<file path="src/rtl/core/slps_pkg.sv">
// shared types, register map and pattern table for the status led pattern sequencer
// no dependencies; imported by status_led_pattern_sequencer

package slps_pkg;

   // input command codes
   typedef enum logic [1:0] {
      CMD_TICK     = 2'd0,
      CMD_STATE    = 2'd1,
      CMD_OVERRIDE = 2'd2,
      CMD_UNUSED   = 2'd3
   } cmd_type;

   // led patterns
   typedef enum logic [2:0] {
      PAT_OFF    = 3'd0,
      PAT_ON     = 3'd1,
      PAT_SLOW   = 3'd2,
      PAT_MEDIUM = 3'd3,
      PAT_FAST   = 3'd4
   } pat_type;

   typedef struct packed {
      pat_type state_pat;
      pat_type activity_pat;
   } pat_pair_type;

   localparam int unsigned IntervalWidth = 16;
   localparam int unsigned StateWidth    = 5;
   localparam int unsigned AddrWidth     = 5;

   // register indexes (byte address is four times the index)
   localparam logic [2:0] REG_SLOW     = 3'd0;
   localparam logic [2:0] REG_MEDIUM   = 3'd1;
   localparam logic [2:0] REG_FAST     = 3'd2;
   localparam logic [2:0] REG_IDLE     = 3'd3;
   localparam logic [2:0] REG_OVERRIDE = 3'd4;

   localparam logic [IntervalWidth-1:0] SlowReset     = 16'd1500;
   localparam logic [IntervalWidth-1:0] MediumReset   = 16'd700;
   localparam logic [IntervalWidth-1:0] FastReset     = 16'd150;
   localparam logic [IntervalWidth-1:0] IdleReset     = 16'd250;
   localparam logic [IntervalWidth-1:0] OverrideReset = 16'd50;

   // provisioning keeps the override alive across a state write
   localparam logic [StateWidth-1:0] StateProvisioning = 5'd2;

   // codes above the table blink fast on both leds
   function automatic pat_pair_type pattern_lookup(input logic [StateWidth-1:0] code);
      pat_pair_type p;
      case (code)
         5'd0:    p = '{PAT_SLOW,   PAT_OFF};
         5'd1:    p = '{PAT_SLOW,   PAT_FAST};
         5'd2:    p = '{PAT_MEDIUM, PAT_MEDIUM};
         5'd3:    p = '{PAT_OFF,    PAT_FAST};
         5'd4:    p = '{PAT_SLOW,   PAT_SLOW};
         5'd5:    p = '{PAT_ON,     PAT_SLOW};
         5'd6:    p = '{PAT_SLOW,   PAT_ON};
         5'd7:    p = '{PAT_ON,     PAT_OFF};
         5'd8:    p = '{PAT_ON,     PAT_MEDIUM};
         5'd9:    p = '{PAT_ON,     PAT_FAST};
         5'd10:   p = '{PAT_OFF,    PAT_ON};
         5'd11:   p = '{PAT_ON,     PAT_ON};
         5'd12:   p = '{PAT_ON,     PAT_FAST};
         5'd13:   p = '{PAT_FAST,   PAT_FAST};
         5'd14:   p = '{PAT_FAST,   PAT_OFF};
         5'd15:   p = '{PAT_SLOW,   PAT_SLOW};
         default: p = '{PAT_FAST,   PAT_FAST};
      endcase
      return p;
   endfunction

   function automatic logic pat_blinks(input pat_type p);
      return (p == PAT_SLOW) || (p == PAT_MEDIUM) || (p == PAT_FAST);
   endfunction

   // a zero interval behaves as one tick
   function automatic logic [IntervalWidth-1:0] effective(
      input logic [IntervalWidth-1:0] v
   );
      return (v == '0) ? IntervalWidth'(1) : v;
   endfunction

endpackage

</file>
<file path="src/rtl/core/status_led_pattern_sequencer.sv">
// top level of the status led pattern sequencer: input register, update logic, result register
// depends on slps_pkg
//
// usage
//  - req channel carries one command per transfer: a tick, a device state write or an
//    override write, the command kind on req_tuser; rsp channel returns one transfer per
//    command with both led levels, the stored state code and the override flag as they
//    stand after that command
//  - apb-style port holds the five interval registers (ticks, 16 bits each); write them
//    only while no command is in flight
//  - path: a command accepted into the input register is processed by the update logic
//    and loaded into the result register, from which its rsp transfer is offered
//    (one input register, one result register, the update logic between them)
//  - throughput: one command per cycle unless rsp holds off, set by the single pass from the
//    input register through the pattern table, the interval compare and the counter reload
//  - stall: while rsp is held off the result register keeps its transfer and the input
//    register still takes one more command; req_tready drops only when both are full
//  - reset: intervals return to their defaults, state code to boot, override, blink phase,
//    leds and wait counter to zero, so the first tick performs an update

module status_led_pattern_sequencer #(
   parameter int unsigned COUNT_WIDTH = 16
) (
   input  logic        clock,
   input  logic        reset,
   input  logic        req_tvalid,
   output logic        req_tready,
   // req_tuser: [1:0] cmd
   input  logic [1:0]  req_tuser,
   // req_tdata: [4:0] state_code, [5] override_enable
   input  logic [7:0]  req_tdata,
   // rsp_tdata: [0] state lamp, [1] activity lamp, [6:2] current_state, [7] override_active
   output logic        rsp_tvalid,
   input  logic        rsp_tready,
   output logic [7:0]  rsp_tdata,
   // configuration port
   input  logic        psel,
   input  logic        penable,
   input  logic        pwrite,
   input  logic [slps_pkg::AddrWidth-1:0] paddr,
   input  logic [31:0] pwdata,
   output logic [31:0] prdata,
   output logic        pready
);
   import slps_pkg::*;

   // interval registers
   logic [IntervalWidth-1:0] slow_ff, medium_ff, fast_ff, idle_ff, override_int_ff;
   logic [2:0]               reg_index;
   logic                     cfg_write;

   // input register
   logic                  s1_valid_ff, s1_valid_in;
   cmd_type               s1_cmd_ff;
   logic [StateWidth-1:0] s1_code_ff;
   logic                  s1_en_ff;
   logic                  advance;
   logic                  process;

   // block state
   logic [StateWidth-1:0]  device_state_ff, device_state_in;
   logic                   override_flag_ff, override_flag_in;
   logic                   blink_phase_ff, blink_phase_in;
   logic [COUNT_WIDTH-1:0] wait_count_ff, wait_count_in;
   logic                   state_lamp_ff, state_lamp_in;
   logic                   activity_lamp_ff, activity_lamp_in;

   // result register
   logic       rsp_valid_ff, rsp_valid_in;
   logic [7:0] rsp_data_ff;

   // update datapath
   pat_pair_type             pats;
   logic [IntervalWidth-1:0] state_period, activity_period;
   logic [IntervalWidth-1:0] wait_ticks;
   logic [IntervalWidth-1:0] reload_raw;
   logic [COUNT_WIDTH-1:0]   reload_count;

   // ---------------------------------------------------------------- configuration
   assign pready    = 1'b1;
   assign reg_index = paddr[AddrWidth-1:2];
   assign cfg_write = psel && penable && pwrite && pready;

   always_ff @(posedge clock) begin
      if (reset) begin
         slow_ff         <= SlowReset;
         medium_ff       <= MediumReset;
         fast_ff         <= FastReset;
         idle_ff         <= IdleReset;
         override_int_ff <= OverrideReset;
      end else if (cfg_write) begin
         unique case (reg_index)
            REG_SLOW:     slow_ff         <= pwdata[IntervalWidth-1:0];
            REG_MEDIUM:   medium_ff       <= pwdata[IntervalWidth-1:0];
            REG_FAST:     fast_ff         <= pwdata[IntervalWidth-1:0];
            REG_IDLE:     idle_ff         <= pwdata[IntervalWidth-1:0];
            REG_OVERRIDE: override_int_ff <= pwdata[IntervalWidth-1:0];
            default: ;  // writes beyond the register list are dropped
         endcase
      end
   end

   always_comb begin
      unique case (reg_index)
         REG_SLOW:     prdata = 32'(slow_ff);
         REG_MEDIUM:   prdata = 32'(medium_ff);
         REG_FAST:     prdata = 32'(fast_ff);
         REG_IDLE:     prdata = 32'(idle_ff);
         REG_OVERRIDE: prdata = 32'(override_int_ff);
         default:      prdata = '0;
      endcase
   end

   // ---------------------------------------------------------------- flow control
   // the whole pass moves when the result register is empty or being emptied
   assign advance     = !rsp_valid_ff || rsp_tready;
   assign req_tready  = !s1_valid_ff || advance;
   assign process     = s1_valid_ff && advance;
   assign s1_valid_in = req_tready ? req_tvalid : s1_valid_ff;
   assign rsp_valid_in = advance ? s1_valid_ff : rsp_valid_ff;

   always_ff @(posedge clock) begin
      if (reset) begin
         s1_valid_ff  <= 1'b0;
         rsp_valid_ff <= 1'b0;
      end else begin
         s1_valid_ff  <= s1_valid_in;
         rsp_valid_ff <= rsp_valid_in;
      end
   end

   // payload registers carry no reset
   always_ff @(posedge clock) begin
      if (req_tready) begin
         s1_cmd_ff  <= cmd_type'(req_tuser);
         s1_code_ff <= req_tdata[4:0];
         s1_en_ff   <= req_tdata[5];
      end
      if (process) begin
         rsp_data_ff <= {override_flag_in, device_state_in, activity_lamp_in, state_lamp_in};
      end
   end

   // ---------------------------------------------------------------- update datapath
   assign pats = pattern_lookup(device_state_ff);

   always_comb begin
      case (pats.state_pat)
         PAT_SLOW:   state_period = effective(slow_ff);
         PAT_MEDIUM: state_period = effective(medium_ff);
         default:    state_period = effective(fast_ff);
      endcase
      case (pats.activity_pat)
         PAT_SLOW:   activity_period = effective(slow_ff);
         PAT_MEDIUM: activity_period = effective(medium_ff);
         default:    activity_period = effective(fast_ff);
      endcase
   end

   // wait before the next update: state led blink wins over idle, then the shorter
   // activity blink period if any; the override has its own interval
   always_comb begin
      if (override_flag_ff) begin
         wait_ticks = effective(override_int_ff);
      end else begin
         wait_ticks = effective(idle_ff);
         if (pat_blinks(pats.state_pat)) begin
            wait_ticks = state_period;
         end
         if (pat_blinks(pats.activity_pat) && (activity_period < wait_ticks)) begin
            wait_ticks = activity_period;
         end
      end
   end

   // counter loads the wait minus one, saturating when the counter is narrower
   assign reload_raw = wait_ticks - IntervalWidth'(1);

   generate
      if (COUNT_WIDTH >= IntervalWidth) begin : g_wide_count
         assign reload_count = COUNT_WIDTH'(reload_raw);
      end else begin : g_narrow_count
         localparam logic [IntervalWidth-1:0] CountMax =
            IntervalWidth'((64'd1 << COUNT_WIDTH) - 64'd1);
         assign reload_count = (reload_raw > CountMax) ? CountMax[COUNT_WIDTH-1:0]
                                                       : reload_raw[COUNT_WIDTH-1:0];
      end
   endgenerate

   always_comb begin
      device_state_in  = device_state_ff;
      override_flag_in = override_flag_ff;
      blink_phase_in   = blink_phase_ff;
      wait_count_in    = wait_count_ff;
      state_lamp_in    = state_lamp_ff;
      activity_lamp_in = activity_lamp_ff;
      if (process) begin
         case (s1_cmd_ff)
            CMD_TICK: begin
               if (wait_count_ff != '0) begin
                  wait_count_in = wait_count_ff - COUNT_WIDTH'(1);
               end else begin
                  wait_count_in = reload_count;
                  if (override_flag_ff) begin
                     state_lamp_in    = 1'b1;
                     activity_lamp_in = 1'b1;
                  end else begin
                     // off and on are fixed levels, any blink shows the shared phase
                     case (pats.state_pat)
                        PAT_OFF: state_lamp_in = 1'b0;
                        PAT_ON:  state_lamp_in = 1'b1;
                        default: state_lamp_in = blink_phase_ff;
                     endcase
                     case (pats.activity_pat)
                        PAT_OFF: activity_lamp_in = 1'b0;
                        PAT_ON:  activity_lamp_in = 1'b1;
                        default: activity_lamp_in = blink_phase_ff;
                     endcase
                     blink_phase_in = !blink_phase_ff;
                  end
               end
            end
            CMD_STATE: begin
               device_state_in = s1_code_ff;
               if (s1_code_ff != StateProvisioning) begin
                  override_flag_in = 1'b0;
               end
            end
            CMD_OVERRIDE: begin
               override_flag_in = s1_en_ff;
               if (s1_en_ff) begin
                  state_lamp_in    = 1'b1;
                  activity_lamp_in = 1'b1;
               end
            end
            CMD_UNUSED: ;  // reports the current state only
            default: ;
         endcase
      end
   end

   always_ff @(posedge clock) begin
      if (reset) begin
         device_state_ff  <= '0;
         override_flag_ff <= 1'b0;
         blink_phase_ff   <= 1'b0;
         wait_count_ff    <= '0;
         state_lamp_ff    <= 1'b0;
         activity_lamp_ff <= 1'b0;
      end else begin
         device_state_ff  <= device_state_in;
         override_flag_ff <= override_flag_in;
         blink_phase_ff   <= blink_phase_in;
         wait_count_ff    <= wait_count_in;
         state_lamp_ff    <= state_lamp_in;
         activity_lamp_ff <= activity_lamp_in;
      end
   end

   assign rsp_tvalid = rsp_valid_ff;
   assign rsp_tdata  = rsp_data_ff;

`ifndef NO_ASSERTIONS
   // a state write lands in the stored code
   assert property (@(posedge clock) disable iff (reset)
      process && (s1_cmd_ff == CMD_STATE) |=> device_state_ff == $past(s1_code_ff))
      else $error("state write not stored");

   // enabling the override lights both leds at once
   assert property (@(posedge clock) disable iff (reset)
      process && (s1_cmd_ff == CMD_OVERRIDE) && s1_en_ff |=>
         state_lamp_ff && activity_lamp_ff && override_flag_ff)
      else $error("override enable did not light both leds");

   // the wait counter only moves on a processed tick
   assert property (@(posedge clock) disable iff (reset)
      !(process && (s1_cmd_ff == CMD_TICK)) |=> $stable(wait_count_ff))
      else $error("wait counter moved without a tick");

   // an empty result register never holds off the input side
   assert property (@(posedge clock) disable iff (reset)
      !rsp_valid_ff |-> req_tready)
      else $error("input stalled with result register empty");
`endif

endmodule

</file>
<file path="config.mk">
export PLATFORM = sky130hd
export DESIGN_NAME = status_led_pattern_sequencer
export DESIGN_NICKNAME = d
export VERILOG_FILES = /design/src/rtl/core/slps_pkg.sv /design/src/rtl/core/status_led_pattern_sequencer.sv
export SDC_FILE = /design/constraint.sdc
export NUM_CORES = 1
export LEC_CHECK = 0
export BUFFER_PORTS_ARGS = -buffer_cell sky130_fd_sc_hd__buf_2
export CORE_MARGIN = 8
export CORE_UTILIZATION = 36
export DETAILED_ROUTE_END_ITERATION = 16
export PLACE_DENSITY = 0.55
export SYNTH_ARGS = -nofsm -noshare
export SYNTH_HDL_FRONTEND = slang
export SYNTH_SLANG_ARGS = --single-unit
</file>
<file path="constraint.sdc">
create_clock -name clock -period 4.9 [get_ports clock]
set_input_delay 0.735 -clock clock [delete_from_list [all_inputs] [get_ports clock]]
set_output_delay 0.735 -clock clock [all_outputs]
set_load 0.1 [all_outputs]
</file>
==> reports/qor.csv <==
metric,value,unit
run status,completed,
fmax,0.215,GHz
Final Max Tran Viols,0,
Setup crit end,wait_count_ff[13],
Via Count,7493,
most frequent cells in the layout,"nand2_1, dfxtp_1, a21oi_1",
slew margin rel.,20.9,%
Adder-Cell Fraction of Synth Area,3.78,%
"Reg clk slew, reported paths",70,ps
main combinational cell family by area after synthesis,simple AND/OR/NAND/NOR gates,
drt pass-1 iters,5,
GRT overflow,0,
simple-gate share of the synthesized area,25.5,%
residual DRC count,0,
Synth Area in XOR/XNOR,0.662,%
Crit path arrival time,5030,ps
Worst Path Max Fanout,10,
Fillers,2263,
Final period util,95.1,%
Area Growth Syn to Fin,15.1,%
row count,54,
HP Class,input port to flop,
flip-flop and latch count after synthesis,129,
post-detail-place hpwl,19000,um
ys flop type,dfxtp_1,
max-cap violations,0,
first-pass GRT wire length,41300,um
Die Wd,164,um
routability cong.,0.911,
crit path time final,4660,ps
asr flop ratio synth,0,%
Unique masters post-synth,78,
CTS sink count,129,
number of synthesized flops with an enable pin,16,
final wirelength,26200,um
fraction of layout cells with a size suffix above 1,15.0,%
Slew @ Worst Pin,1180,ps
vias in the first global route,7244,
worst reg2reg path depth,15,
total track usage,19.6,%
largest net degree at the start of global routing,75,
Core ar.,21800,sq um
"most common cell after layout, fill and taps aside",nand2_1,
RR Endpoint,wait_count_ff[13],
Required @ worst endpoint,5270,ps
setup_tns,0,ps
root buffer cell,clkbuf_16,
fin cells,1332,
DIE AREA,27100,sq um
TritonCTS clock tree,yes,
routed vias/inst,5.63,
LEAKAGE,3.55,nW
mapped cell area,7940,sq um
R2R setup slack,240,ps
final setup fails,0,
critical path class,flop to flop,
"Warnings, synthesis",0,
Post-Place Cells,1296,
final worst slack,241,ps
Final Power,0.00310,W
clock skew,15.1,ps
Nets,1117,
final antenna-violating net count,0,
CTS Buffer Depth,2,
hold path depth,1,
area of the multi-input gates,4880,sq um
Register Area,2740,sq um
cts bufs inserted,17,
worst flop-to-flop path startpoint,idle_ff[10],
post-synthesis compound-gate area fraction,21.3,%
n_diodes,0,
I/O pin count,97,
Cells after Synth,992,
antenna violations before repair,0,
initial core utilization,36.5,%
CTS H-tree depth,4,
"Avg Cell Area, Syn",8.00,sq um
Post-DP Area,8510,sq um
DRT iter0 DRCs,659,
Worst Setup End Kind,flop,
final hold vios,0,
buffers added on ports,59,
Worst setup startpoint,idle_ff[10],
post-synthesis sequential area ratio,34.6,%
critical path launch point type,flop,
routed len/inst,19.7,um
power density cells,339,nW/um^2
multiplexer share of the synthesized area,8.51,%
Post-CTS Hold Fix Bufs,0,
pre-CTS WS,28.9,ps
Worst VDD drop,0.000229,V
Clock Latency Late Sink,430,ps
final instance area,9140,sq um
Die Y,164,um
-- registers in the layout, indices dropped and copies added (netlist names), named ones only --
signal            cells
medium_ff            16
override_int_ff      16
s1_en_ff              1
activity_lamp_ff      1
s1_code_ff            5
s1_cmd_ff             2
rsp_tvalid            1
slow_ff              16
blink_phase_ff        1
idle_ff              16
fast_ff              16
state_lamp_ff         1
s1_valid_ff           1
override_flag_ff      1
device_state_ff       5
wait_count_ff        16
rsp_tdata             8
-- routing by layer --
metal,global-route usage (%),share of wire (%),vias up
met1,26.1,45,3565
met3,2.94,5.7,47
met4,7.37,2.6,0
li1,-,-,3641
met2,31.5,46,240
met5,0,0,-
-- synth_stat cells (17+ instances only) --
cell / number / area [sq um]
mux2i_1: 54 / 541
a21oi_1: 108 / 541
nor3_1: 17 / 85.1
nor2_1: 60 / 225
nand2_1: 220 / 826
nor4_1: 21 / 131
a211oi_1: 19 / 143
ha_1: 24 / 300
o21ai_0: 40 / 200
buf_4: 18 / 135
nand3b_1: 32 / 240
dfxtp_1: 113 / 2260
inv_1: 19 / 71.3
clkbuf_1: 41 / 154
-- final cells by class --
cell class / instances / area share [%]
clock buffer: 19 / 4.74
clock inverter: 13 / 1.53
inverter: 19 / 0.780
multi-input combinational: 786 / 53.4
sequential: 129 / 30.0
tap: 280 / 3.83
timing repair buffer: 86 / 5.75
-- critical path, stage by stage, from the launching register on --
cell and delay (ps):
dfxtp_1 350, nor4_2 390, and4_2 360, nor2_4 100
a21oi_1 290, ha_1 320, a21oi_1 140, o21ai_0 170
o21bai_1 260, a2111o_1 590, nor2_1 250, o311ai_0 300
nor3b_4 340, nand3b_4 130, or4_1 530, nand3_1 80
-- worst min-delay path by stage --
stage / start / endpoint
2_1_floorplan: wait_count_ff[5] / wait_count_ff[5]
3_3_place_gp: medium_ff[0] / medium_ff[0]
3_5_place_dp: medium_ff[0] / medium_ff[0]
4_1_cts: req_tuser[0] / s1_cmd_ff[0]
5_1_grt: req_tdata[3] / s1_code_ff[3]
6_report: req_tuser[0] / s1_cmd_ff[0]
-- metrics by stage --
stage	hold WS, ps	util, %
final	472	42.0
after floorplan	445	-
after global routing	464	42.0
after CTS	459	41.7
after detailed placement	475	39.1
after global placement	467	39.1
-- what timing repair did --
item / 4_1_cts / 5_1_grt
pin swaps: 0 / 2
resized for setup: 1 / 6
buffers inserted: 0 / 4
cloned: 0 / 0
setup endpoints to repair: 1 / 8
-- logic make-up after synthesis --
| family | Yosys count |
|---|---|
| buf+inv | 92 |
| xor+xnor | 6 |
| flops | 129 |
| other cells | 2 |
| fa+ha+maj | 24 |
| simple gates | 423 |
| mux | 65 |
| compound gates | 251 |
-- report_power, final --
group	leakage (nW)	total, W	internal [W]	switching [W]
Clock	0.286	0.00127	0.000751	0.000518
Combinational	2.19	0.000717	0.000230	0.000487
Sequential	1.08	0.00112	0.00109	0.0000226
No activity file was read; power rests on OpenSTA's default activity.
